===== src/rtl/rmt_pkg.sv =====
// Shared types and constants for the signal-strength median/EWMA/MAD tracker.
// Used by the top level, the rank unit and the divider; no dependencies of its own.
`timescale 1ns / 1ps

package rmt_pkg;

	localparam logic signed [15:0] LEVEL_RESET  = 16'sh CE00;  // -50.0 in Q8.8
	localparam logic        [8:0]  WEIGHT_RESET = 9'd77;
	localparam logic        [8:0]  WEIGHT_ONE   = 9'd256;
	localparam logic        [15:0] SCORE_ONE    = 16'h8000;
	localparam logic        [7:0]  SIGN_FLIP    = 8'h80;
	localparam logic               REG_WEIGHT   = 1'b0;

	typedef enum logic [3:0] {
		S_IDLE,
		S_EWMA_MUL,
		S_EWMA_ADD,
		S_SWEEP,
		S_DRAIN,
		S_DECIDE,
		S_NEXT_PASS,
		S_DIV_START,
		S_DIV_WAIT,
		S_FINISH
	} seq_state_t;

	// Controls for the shared rank-select unit.
	typedef struct packed {
		logic start;      // begin a new selection
		logic acc;        // read data of one entry is present
		logic decide;     // settle the current bit
		logic latch_med;  // keep the finished result as the window median
		logic mode;       // 0: raw samples, 1: absolute deviations
	} rank_ctrl_t;

endpackage


===== src/rtl/rssi_median_ewma_mad_tracker_core.sv =====
// Top level of the signal-strength tracker: window, sequencer, EWMA and score path.
// Depends on rmt_pkg, rmt_window, rmt_rank_unit and rmt_divider.
//
// Usage: one signed 8-bit sample enters per word on the input channel (in_valid,
// in_ready); one result word leaves on the output channel (out_valid, out_ready)
// with the score, the updated Q8.8 level, the filtered sample and the warm flag.
// The weight register sits at byte address 0 of the APB port and can be read back.
// in_ready is high only while the sequencer is idle, so one word is worked on
// at a time. Until three samples are held a word goes from the EWMA straight to
// the output register. After that the shared rank-select unit sweeps the n held
// samples through the window's single read port once per result bit, twice
// (median, then MAD), and then the divider forms the score.
// The result sits in an output register; a new word is accepted while it waits.
// If the receiver stalls longer, the sequencer holds the next result until the
// register frees. Reset empties the window, sets the level to -50.0 dBm and the
// weight to 77/256; the window memory itself is not cleared, since only written
// entries are ever read.
`timescale 1ns / 1ps

module rssi_median_ewma_mad_tracker_core #(
	parameter int WINDOW_DEPTH = 16
) (
	input  logic               clk,
	input  logic               arst_n,
	input  logic               in_valid,
	output logic               in_ready,
	input  logic signed [7:0]  rssi_sample,
	output logic               out_valid,
	input  logic               out_ready,
	output logic        [15:0] stability_score,
	output logic signed [15:0] smoothed_level_out,
	output logic signed [7:0]  filtered_sample,
	output logic               window_warm,
	input  logic               psel,
	input  logic               penable,
	input  logic               pwrite,
	input  logic        [2:0]  paddr,
	input  logic        [31:0] pwdata,
	output logic        [31:0] prdata,
	output logic               pready
);
	import rmt_pkg::*;

	localparam int AW = $clog2(WINDOW_DEPTH);
	localparam int CW = $clog2(WINDOW_DEPTH + 1);

	seq_state_t state_q, state_nxt;
	rank_ctrl_t rctrl;

	logic [8:0]          weight_q;
	logic [8:0]          wr_val;
	logic signed [15:0]  level_q;
	logic [AW-1:0]       wptr_q;
	logic [CW-1:0]       fill_q;
	logic [CW-1:0]       fill_nxt;
	logic signed [7:0]   h0_q, h1_q;
	logic signed [7:0]   filt_q;
	logic                warm_q;
	logic signed [7:0]   med3;
	logic signed [7:0]   lo_ab, hi_ab, lo_hc;
	logic signed [27:0]  prod_q;
	logic signed [17:0]  ediff;
	logic signed [27:0]  num;
	logic signed [19:0]  lvl_wide;
	logic signed [15:0]  lvl_sat;
	logic                pass_q;
	logic [AW-1:0]       idx_q;
	logic                rd_valid_s1;
	logic                idx_last;
	logic                accept;
	logic                load_out;
	logic [7:0]          rd_data;
	logic [7:0]          rank_res;
	logic                rank_last;
	logic [7:0]          mad;
	logic [8:0]          divisor;
	logic                div_start;
	logic                div_done;
	logic [15:0]         quot;
	logic                out_valid_q;
	logic [15:0]         score_q;
	logic signed [15:0]  lvl_out_q;
	logic signed [7:0]   filt_out_q;
	logic                warm_out_q;

	// Configuration port.
	assign pready = 1'b1;
	assign prdata = {23'd0, weight_q};
	assign wr_val = (pwdata[8:0] > WEIGHT_ONE) ? WEIGHT_ONE : pwdata[8:0];

	always_ff @(posedge clk or negedge arst_n) begin
		if (!arst_n) begin
			weight_q <= WEIGHT_RESET;
		end else if (psel && penable && pwrite && pready && (paddr[2] == REG_WEIGHT)) begin
			weight_q <= wr_val;
		end
	end

	// Intake: window write, pointers and the three-point median.
	assign accept   = in_valid && in_ready;
	assign fill_nxt = (fill_q == CW'(WINDOW_DEPTH)) ? fill_q : CW'(fill_q + 1'b1);

	always_comb begin
		lo_ab = (rssi_sample < h0_q) ? rssi_sample : h0_q;
		hi_ab = (rssi_sample < h0_q) ? h0_q : rssi_sample;
		lo_hc = (hi_ab < h1_q) ? hi_ab : h1_q;
		med3  = (lo_ab > lo_hc) ? lo_ab : lo_hc;
	end

	always_ff @(posedge clk or negedge arst_n) begin
		if (!arst_n) begin
			wptr_q <= '0;
			fill_q <= '0;
		end else if (accept) begin
			wptr_q <= (wptr_q == AW'(WINDOW_DEPTH - 1)) ? '0 : AW'(wptr_q + 1'b1);
			fill_q <= fill_nxt;
		end
	end

	always_ff @(posedge clk) begin
		if (accept) begin
			h0_q   <= rssi_sample;
			h1_q   <= h0_q;
			warm_q <= (fill_q >= CW'(2));
			filt_q <= (fill_q >= CW'(2)) ? med3 : rssi_sample;
		end
	end

	// EWMA as L + w*(256*f - L)/256, one multiply then one add and round.
	assign ediff    = 18'($signed({filt_q, 8'd0})) - 18'(level_q);
	assign num      = 28'($signed({level_q, 8'd0})) + prod_q + 28'sd128;
	assign lvl_wide = num[27:8];

	always_comb begin
		if (lvl_wide > 20'sd32767) begin
			lvl_sat = 16'sh7FFF;
		end else if (lvl_wide < -20'sd32768) begin
			lvl_sat = 16'sh8000;
		end else begin
			lvl_sat = lvl_wide[15:0];
		end
	end

	always_ff @(posedge clk) begin
		if (state_q == S_EWMA_MUL) begin
			prod_q <= 28'($signed({1'b0, weight_q})) * 28'(ediff);
		end
	end

	always_ff @(posedge clk or negedge arst_n) begin
		if (!arst_n) begin
			level_q <= LEVEL_RESET;
		end else if (state_q == S_EWMA_ADD) begin
			level_q <= lvl_sat;
		end
	end

	// Sequencer.
	assign idx_last = (CW'(idx_q) == CW'(fill_q - 1'b1));
	assign load_out = (state_q == S_FINISH) && (!out_valid_q || out_ready);

	always_comb begin
		state_nxt = state_q;
		unique case (state_q)
			S_IDLE:      if (in_valid) state_nxt = S_EWMA_MUL;
			S_EWMA_MUL:  state_nxt = S_EWMA_ADD;
			S_EWMA_ADD:  state_nxt = warm_q ? S_SWEEP : S_FINISH;
			S_SWEEP:     if (idx_last) state_nxt = S_DRAIN;
			S_DRAIN:     state_nxt = S_DECIDE;
			S_DECIDE: begin
				if (!rank_last) begin
					state_nxt = S_SWEEP;
				end else begin
					state_nxt = pass_q ? S_DIV_START : S_NEXT_PASS;
				end
			end
			S_NEXT_PASS: state_nxt = S_SWEEP;
			S_DIV_START: state_nxt = S_DIV_WAIT;
			S_DIV_WAIT:  if (div_done) state_nxt = S_FINISH;
			S_FINISH:    if (!out_valid_q || out_ready) state_nxt = S_IDLE;
			default:     state_nxt = S_IDLE;
		endcase
	end

	always_comb begin
		in_ready        = 1'b0;
		rctrl.start     = 1'b0;
		rctrl.decide    = 1'b0;
		rctrl.latch_med = 1'b0;
		rctrl.acc       = rd_valid_s1;
		rctrl.mode      = pass_q;
		div_start       = 1'b0;
		unique case (state_q)
			S_IDLE:      in_ready = 1'b1;
			S_EWMA_ADD:  rctrl.start = warm_q;
			S_DECIDE:    rctrl.decide = 1'b1;
			S_NEXT_PASS: begin
				rctrl.start     = 1'b1;
				rctrl.latch_med = 1'b1;
			end
			S_DIV_START: div_start = 1'b1;
			default:     ;
		endcase
	end

	always_ff @(posedge clk or negedge arst_n) begin
		if (!arst_n) begin
			state_q     <= S_IDLE;
			pass_q      <= 1'b0;
			idx_q       <= '0;
			rd_valid_s1 <= 1'b0;
		end else begin
			state_q     <= state_nxt;
			rd_valid_s1 <= (state_q == S_SWEEP);
			idx_q       <= (state_q == S_SWEEP) ? AW'(idx_q + 1'b1) : '0;
			if (state_q == S_EWMA_ADD) begin
				pass_q <= 1'b0;
			end else if (state_q == S_NEXT_PASS) begin
				pass_q <= 1'b1;
			end
		end
	end

	rmt_window #(
		.DEPTH (WINDOW_DEPTH),
		.AW    (AW)
	) u_window (
		.clk     (clk),
		.wr_en   (accept),
		.wr_addr (wptr_q),
		.wr_data (rssi_sample),
		.rd_addr (idx_q),
		.rd_data (rd_data)
	);

	rmt_rank_unit #(
		.CW (CW)
	) u_rank (
		.clk      (clk),
		.arst_n   (arst_n),
		.ctrl     (rctrl),
		.rd_data  (rd_data),
		.k_init   (fill_q >> 1),
		.result   (rank_res),
		.last_bit (rank_last)
	);

	// MAD is floored at one before it becomes the divisor 1 + MAD.
	assign mad     = (rank_res == 8'd0) ? 8'd1 : rank_res;
	assign divisor = {1'b0, mad} + 9'd1;

	rmt_divider u_div (
		.clk      (clk),
		.arst_n   (arst_n),
		.start    (div_start),
		.divisor  (divisor),
		.quotient (quot),
		.done     (div_done)
	);

	// Output register.
	always_ff @(posedge clk or negedge arst_n) begin
		if (!arst_n) begin
			out_valid_q <= 1'b0;
		end else if (load_out) begin
			out_valid_q <= 1'b1;
		end else if (out_ready) begin
			out_valid_q <= 1'b0;
		end
	end

	always_ff @(posedge clk) begin
		if (load_out) begin
			score_q    <= warm_q ? quot : SCORE_ONE;
			lvl_out_q  <= level_q;
			filt_out_q <= filt_q;
			warm_out_q <= warm_q;
		end
	end

	assign out_valid          = out_valid_q;
	assign stability_score    = score_q;
	assign smoothed_level_out = lvl_out_q;
	assign filtered_sample    = filt_out_q;
	assign window_warm        = warm_out_q;

endmodule


===== src/rtl/rmt_window.sv =====
// Sample window memory: one write port and one registered read port.
// Depends on nothing but the clock.
`timescale 1ns / 1ps

module rmt_window #(
	parameter int DEPTH = 16,
	parameter int AW    = 4
) (
	input  logic          clk,
	input  logic          wr_en,
	input  logic [AW-1:0] wr_addr,
	input  logic [7:0]    wr_data,
	input  logic [AW-1:0] rd_addr,
	output logic [7:0]    rd_data
);
	logic [7:0] mem [DEPTH];
	logic [7:0] rd_data_q;

	always_ff @(posedge clk) begin
		if (wr_en) begin
			mem[wr_addr] <= wr_data;
		end
	end

	always_ff @(posedge clk) begin
		rd_data_q <= mem[rd_addr];
	end

	assign rd_data = rd_data_q;

endmodule


===== src/rtl/rmt_rank_unit.sv =====
// Shared rank-select unit: finds the k-th smallest of a swept set, one bit per pass.
// Uses rmt_pkg for its control struct.
`timescale 1ns / 1ps

module rmt_rank_unit #(
	parameter int CW = 5
) (
	input  logic                clk,
	input  logic                arst_n,
	input  rmt_pkg::rank_ctrl_t ctrl,
	input  logic [7:0]          rd_data,
	input  logic [CW-1:0]       k_init,
	output logic [7:0]          result,
	output logic                last_bit
);
	import rmt_pkg::*;

	logic [7:0]          prefix_q;
	logic [7:0]          mask_q;
	logic [7:0]          bitsel_q;
	logic [CW-1:0]       k_q;
	logic [CW-1:0]       cnt_q;
	logic signed [7:0]   med_q;
	logic signed [8:0]   diff;
	logic [8:0]          adiff;
	logic [7:0]          ele;
	logic                hit;

	// Samples are compared in offset-binary form so that unsigned order matches.
	always_comb begin
		diff  = $signed({rd_data[7], rd_data}) - $signed({med_q[7], med_q});
		adiff = diff[8] ? 9'(-diff) : diff;
		ele   = ctrl.mode ? adiff[7:0] : (rd_data ^ SIGN_FLIP);
		hit   = ((ele & bitsel_q) == 8'd0) && (((ele ^ prefix_q) & mask_q) == 8'd0);
	end

	always_ff @(posedge clk or negedge arst_n) begin
		if (!arst_n) begin
			prefix_q <= '0;
			mask_q   <= '0;
			bitsel_q <= 8'h80;
			k_q      <= '0;
			cnt_q    <= '0;
			med_q    <= '0;
		end else begin
			if (ctrl.latch_med) begin
				med_q <= $signed(prefix_q ^ SIGN_FLIP);
			end
			if (ctrl.start) begin
				prefix_q <= '0;
				mask_q   <= '0;
				bitsel_q <= 8'h80;
				k_q      <= k_init;
				cnt_q    <= '0;
			end else if (ctrl.decide) begin
				// Fewer than k+1 candidates below with a zero here means this bit is one.
				if (!(k_q < cnt_q)) begin
					prefix_q <= prefix_q | bitsel_q;
					k_q      <= k_q - cnt_q;
				end
				mask_q   <= mask_q | bitsel_q;
				bitsel_q <= bitsel_q >> 1;
				cnt_q    <= '0;
			end else if (ctrl.acc && hit) begin
				cnt_q <= cnt_q + 1'b1;
			end
		end
	end

	assign result   = prefix_q;
	assign last_bit = bitsel_q[0];

endmodule


===== src/rtl/rmt_divider.sv =====
// Restoring divider for the score: 32768 divided by a 9-bit divisor, one bit a cycle.
// Uses the score constant from rmt_pkg.
`timescale 1ns / 1ps

module rmt_divider (
	input  logic        clk,
	input  logic        arst_n,
	input  logic        start,
	input  logic [8:0]  divisor,
	output logic [15:0] quotient,
	output logic        done
);
	import rmt_pkg::*;

	logic [8:0]  div_q;
	logic [8:0]  rem_q;
	logic [15:0] quot_q;
	logic [3:0]  cnt_q;
	logic        busy_q;
	logic [9:0]  trial;
	logic        ge;

	always_comb begin
		trial = {rem_q, SCORE_ONE[cnt_q]};
		ge    = trial >= {1'b0, div_q};
	end

	always_ff @(posedge clk or negedge arst_n) begin
		if (!arst_n) begin
			busy_q <= 1'b0;
			cnt_q  <= '0;
		end else if (start) begin
			busy_q <= 1'b1;
			cnt_q  <= 4'd15;
		end else if (busy_q) begin
			cnt_q <= cnt_q - 1'b1;
			if (cnt_q == 4'd0) begin
				busy_q <= 1'b0;
			end
		end
	end

	always_ff @(posedge clk) begin
		if (start) begin
			div_q  <= divisor;
			rem_q  <= '0;
			quot_q <= '0;
		end else if (busy_q) begin
			rem_q  <= ge ? 9'(trial - {1'b0, div_q}) : trial[8:0];
			quot_q <= {quot_q[14:0], ge};
		end
	end

	assign quotient = quot_q;
	assign done     = busy_q && (cnt_q == 4'd0);

endmodule


===== config.mk =====
export PLATFORM = sky130hd
export DESIGN_NAME = rssi_median_ewma_mad_tracker_core
export DESIGN_NICKNAME = d
export VERILOG_FILES = /design/src/rtl/rmt_pkg.sv /design/src/rtl/rssi_median_ewma_mad_tracker_core.sv /design/src/rtl/rmt_window.sv /design/src/rtl/rmt_rank_unit.sv /design/src/rtl/rmt_divider.sv
export SDC_FILE = /design/constraint.sdc
export NUM_CORES = 1
export LEC_CHECK = 0
export ABC_AREA = 1
export ABC_CLOCK_PERIOD_IN_PS = 11800
export BUFFER_PORTS_ARGS = -buffer_cell sky130_fd_sc_hd__buf_2
export CAP_MARGIN = 20
export CORE_ASPECT_RATIO = 1.1
export CORE_MARGIN = 2
export CORE_UTILIZATION = 40
export CTS_CLUSTER_DIAMETER = 50
export DETAILED_ROUTE_END_ITERATION = 12
export GPL_TIMING_DRIVEN = 1
export PLACE_DENSITY_LB_ADDON = 0.12
export SYNTH_ARGS = -nofsm -noshare
export SYNTH_HDL_FRONTEND = slang
export SYNTH_SLANG_ARGS = --single-unit

===== constraint.sdc =====
create_clock -name clk -period 11.8 [get_ports clk]
set_input_delay 1.18 -clock clk [delete_from_list [all_inputs] [get_ports clk]]
set_output_delay 1.18 -clock clk [all_outputs]
set_load 0.02 [all_outputs]

==> Yosys cells after proc, flatten, opt, wreduce, memory -nomap -nowiden <==
Memories as Yosys holds them, arrays and structs flattened. A register that Yosys moved wholly into a read port is not among the register bits.
Cells that the tools add are included.
{ "totals": {"mem_bits_rw": 128, "romBits": 16, "reg_bits": 220, "elab_cells": 157, "out_inout_bits": 76, "input_bits": 50, "n_memories": 2} }
{ "memory_table": {"columns": ["memory", "words", "width", "read_ports", "rd_clocked_by_memory_dff", "wr", "line", "text"], "rows": [
  ["u_window.mem", 16, 8, 1, 1, 1, "rmt_window.sv:16", "logic [7:0] mem [DEPTH];"],
  ["(no name shown)", 16, 1, 1, 0, 0, "rmt_divider.sv:24", "trial = {rem_q, SCORE_ONE[cnt_q]};"]
]} }
{ "classes": {"eq_ne": 17, "n_addsub": 14, "magnitude_cmp": 10, "multipliers": 1, "reduce_logical": 23, "mux": 52, "n_bitwise": 9} }
{ "ops": {"columns": ["cell", "n"], "rows": [
  ["8-bit two-way mux", 15],
  ["4-bit case mux with 10 select lines", 1],
  ["4-bit two-way mux", 9],
  ["16-bit two-way mux", 2],
  ["5-bit two-way mux", 6],
  ["24-bit by 28-bit adder with 28-bit output", 1],
  ["28-bit by 9-bit adder with 28-bit output, second input constant", 1],
  ["10-bit by 17-bit multiplier with 27-bit output", 1],
  ["8-bit zero test", 3],
  ["20-bit by 16-bit greater-than comparator with 1-bit output, second input constant", 1],
  ["20-bit by 16-bit less-than comparator with 1-bit output, second input constant", 1],
  ["9-bit two-way mux", 2],
  ["16-bit by 16-bit subtractor with 17-bit output", 1],
  ["8-bit bitwise AND", 2],
  ["4-bit by 3-bit equality test with 1-bit output, second input constant", 4],
  ["8-bit less-than comparator", 2],
  ["8-bit OR", 2],
  ["1-bit two-way mux", 15],
  ["4-bit equality test, second input constant", 3],
  ["5-bit by 1-bit adder with 5-bit output, second input constant", 2],
  ["10-bit by 9-bit >= comparator with 1-bit output", 1],
  ["8-bit by 1-bit adder with 9-bit output, second input constant", 1],
  ["9-bit greater-than comparator, second input constant", 1],
  ["8-bit by 8-bit subtractor with 9-bit output", 1],
  ["other kinds (28)", 48]
]} }

==> Longest topological paths before layout <==
{ "depth": {"depth_word": 12, "mapped_depth": 37, "ltp_nobuf": 36} }

==> Hierarchy <==
Synthesis repeated with hierarchy kept, for this count alone.
{ "hier_totals": {"cells_unflattened": 2751, "hier_area_um2": 24133.1} }
{ "by_module_without_submodules": {"columns": ["mod", "cells_per_inst", "area_per_inst_um2", "n_inst", "seq_area_each_um2"], "rows": [
  ["rssi_median_ewma_mad_tracker_core", 1558, 13486.7, 1, 3719.8],
  ["rmt_window", 551, 5766.8, 1, 4003.8],
  ["rmt_rank_unit", 407, 2976.6, 1, 1052.3],
  ["rmt_divider", 235, 1903.1, 1, 895.9]
]} }

==> Worst setup path before layout <==
No wires, ideal clock.
{ "synth_timing": {"kind": "reg-to-reg", "startpoint": "register level_q[0]", "endpoint": "register prod_q[23] (data pin)", "slack_ns": 5.384, "synth_period_minus_slack_ns": 6.416, "path_buffers": 1, "setup_time_ns": 0.265, "t_arrival_ns": 6.152, "path_stages_with_launch": 31, "required_ns": 11.535, "path_cell_list": "dfrtp_1 > buf_6 > inv_1 > ha_1 > nand2_2 > or3_4 > nor2_4 > nand2_2 > nor2_4 > nand2_1 > o21ai_2 > nand2_1 > a21oi_1 > or2_2 > xor2_4 > nand2_1 > fa_1 > inv_1 > fa_1 > inv_1 > fa_1 > fa_1 > inv_1 > fa_1 > ha_1 > a21oi_1 > a21boi_0 > nor3_1 > o21ai_0 > o211ai_1 > xor2_1"} }
{ "synth_via": {"elab_chain_len": 2} }
{ "synth_lines": {"columns": ["element", "line", "text"], "rows": [
  ["start, declared", "rssi_median_ewma_mad_tracker_core.sv:52", "logic signed [15:0] level_q;"],
  ["start signal, assigned", "rssi_median_ewma_mad_tracker_core.sv:154", "level_q <= lvl_sat;"],
  ["16-bit by 16-bit subtractor with 17-bit output", "rssi_median_ewma_mad_tracker_core.sv:130", "assign ediff = 18'($signed({filt_q, 8'd0})) - 18'(level_q);"],
  ["10-bit by 17-bit multiplier with 27-bit output", "rssi_median_ewma_mad_tracker_core.sv:146", "prod_q <= 28'($signed({1'b0, weight_q})) * 28'(ediff);"],
  ["end signal, assigned", "rssi_median_ewma_mad_tracker_core.sv:146", null],
  ["end, declared", "rssi_median_ewma_mad_tracker_core.sv:61", "logic signed [27:0] prod_q;"]
]} }
Every way passes these cells.
A chain may end at the register's enable or synchronous reset.

==> Worst setup path after layout <==
{ "layout_timing": {"startpoint": "register level_q[0]", "endpoint": "register prod_q[24] (data pin)"} }
Same word-level chain as after synthesis.

==> metrics.md <==
| Metric | Value |
|---|---|
| Outcome | complete, no violations |
| Drt via density | 5.041 |
| Layer with the highest usage | met2 |
| Synth unique cells | 67 |
| Largest net degree at the start of global routing | 69 |
| GRT Residual Overflow | 0 |
| R2R Setup Slk | 4070 ps |
| #FFs+latches synth | 348 |
| CTS clk-pin slew, worst paths | 60 ps |
| First-pass GRT wire length | 89640 um |
| Num CTS Buffers | 45 |
| RSZ-0062 raised after global routing | false |
| Sink Count | 348 |
| Core Region | 57210 um2 |
| Final hold viol count | 0 |
| Total I/O pin count | 126 |
| Critical path capture point type | flip-flop |
| Final core occ | 44.94% |
| Largest stage delay, worst path | 580 ps |
| Initial antenna violation count | 0 |
| Initial DRC Count | 1087 |
| Vias in the first global route | 16780 |
| Most frequent cell on the critical path | nand2_1 |
| Clk Latency, worst-skew pair | 580 ps |
| Startpoint type of the worst setup path | flip-flop |
| Number of buffers inserted by hold repair at cts | 0 |
| Slew @ Worst Pin | 1009 ps |
| Endpoints failing setup | 0 |
| CP startpoint | level_q[0] |
| Post-Place Cells | 3275 |
| Post-CTS Resized | 0 |
| Post-synth ARST share | 26.44% |
| Met1 track demand over resource | 27.38% |
| Mapped Cells | 2500 |
| H-Tree Depth | 2 |
| Dpl hpwl | 40590 um |
| Total die area | 59600 um2 |
| WHS Endpoint | h1_q[5] |
| TritonCTS clock tree | built |
| Slowest cell on the critical path | dfrtp_1 |
| Worst r2r dst | prod_q[24] |
| Most common cell after layout, fill and taps aside | nand2_1 |
| Residual DRC count | 0 |
| Mapped Avg Cell Area | 9.225 um2 |
| Total track usage | 18.95% |
| Hold depth | 0 |
| Rows | 92 |
| Final period utilization | 65.50% |
| Post-CTS setup buffers | 0 |
| Crit-path max FO | 12 |
| CP arrival | 8100 ps |
| Worst hold-check path type | flip-flop to flip-flop |
| Root Driver | clkbuf_16 |
| WP data required | 12170 ps |
| Die height | 255.8 um |
| Die X | 232.9 um |
| Wire per inst | 16.45 um |
| Routability congestion estimate | 0.8371 |
| Sequential Area | 9673 um2 |
| Sequential fraction of the synthesis area | 41.94% |
| Pre-Repair DR Iteration Count | 7 |
| Clock Skew | 37.42 ps |
| Fmax | 129.4 MHz |
| Number of flops mapped to enable cells by yosys | 223 |
| HP Start | h0_q[5] |
| Ys flop type | edfxtp_1 |
| Footprint of the multi-input gates | 11490 um2 |
| Clock tree buffer depth | 3 |
| Total Nets Final | 2895 |
| Max-cap violations | 0 |
| R2r worst-path depth | 32 |
| Post-route ant nets | 0 |
| Layout cells sized above 1 | 8.746% |
| Reg-to-Reg Start | level_q[0] |
| Non-Filler Instances | 3359 |
| Vias | 16930 |
| Syn-to-layout area delta | 11.47% |
| Ys Warns | 0 |
| Antenna fix cells | 0 |
| Met3 usage | 2.072% |
| Synthesized cell area | 23060 um2 |
| Most frequent cells in the layout | 421 x nand2_1, 407 x inv_1, 234 x nor2_1, 223 x edfxtp_1, 145 x ha_1 |
| Initial Utilization | 40.31% |
| Critical setup path kind | flip-flop to flip-flop |
| Met2 usage | 30.52% |
| Number of buffers added on ports | 76 |
| Period minus WS final | 7729 ps |
| Worst slew margin | 32.72% |
| Fin Setup TNS | 0 ps |
| Slew Limit Fails | 0 |
| Fill cells | 5526 |
| DRT Wirelength | 55250 um |
logic make-up (layout without fill, tap and decap cells):
logic type               count (synthesis)  count (layout)  synth area share, %
buffers and inverters                  506             591                8.718
AO/OA/AOI/OAI                          374             374                9.575
XOR/XNOR                                83              83                3.298
multiplexers                            24              24                1.042
flip-flops                             348             348                41.94
AND/OR/NAND/NOR                        890             890                16.42
other                                    2              24              0.03256
adder cells (fa/ha/maj)                273             273                18.98
sequential cells by signal, indices dropped and copies added, names as in the netlist, 16 cells and up:
name / flops
u_window.mem: 128
stability_score: 16
u_div.quotient: 16
level_q: 16
smoothed_level_out: 16
prod_q: 20
layout make-up:
| class | instances | share of cell area [%] |
|---|---|---|
| inverters | 419 | 6.127 |
| repair buffers | 90 | 1.927 |
| well taps | 752 | 3.660 |
| flip-flops and latches | 348 | 37.63 |
| multi-input cells | 1668 | 44.68 |
| clock inverters | 26 | 1.319 |
| clock buffers | 56 | 4.662 |
layer usage:
metal	share of wire [%]	up-vias	wire, um
met5	0	-	0
met3	4.3	59	2372
met2	46	352	25620
met1	48	8191	26270
li1	-	8332	-
met4	1.8	0	987
per-stage QoR:
step	hold slack [ps]	setup WS [ps]	instance area, um2
CTS	445.7	4087	25690
detailed placement	432.3	4157	24150
global route	473.0	3631	25710
global placement	430.7	4252	24150
finish	445.0	4071	25710
floorplan	424.4	5384	23150
worst max path at each step:
stage	to	slack (ps)	cells past startpoint
floorplan	prod_q[23]	5380	30
global placement	prod_q[24]	4250	32
detailed placement	prod_q[24]	4160	32
CTS	prod_q[24]	4090	32
global route	prod_q[24]	3630	32
finish	prod_q[24]	4070	32
cells in the mapped netlist, drive strengths merged (9+ instances only):
master    n  share of area (%)
o221ai   27                1.0
clkbuf   56               0.91
or2      18               0.49
dfstp    10                1.1
nand2   433                7.2
buf      31               0.98
a21oi   123                2.7
nand4    15               0.43
xnor2    27                1.0
dfxtp    33                2.9
o21ai   136                3.0
xor2     56                2.3
o211ai   16               0.52
dfrtp    82                8.9
a211oi    9               0.29
nor2    242                4.1
o22ai    18               0.49
ha      145                7.9
mux2i    24                1.0
fa      128                 11
inv     415                6.8
nand3   134                2.9
and2      9               0.24
nor3     26               0.59
edfxtp  223                 29
worst max-delay path, delay by kind of cell, from the launching register on:
family | cells | cell delay (ps)
buffers and inverters | 4 | 360
XOR/XNOR | 2 | 570
AND/OR/NAND/NOR | 15 | 2070
AO/OA/AOI/OAI | 4 | 780
flip-flops | 1 | 580
adder cells (fa/ha/maj) | 7 | 3130
Power is left out: the tool's default activity adds up to more than one toggle a clock period on the data nets, which glitch-free logic cannot reach.
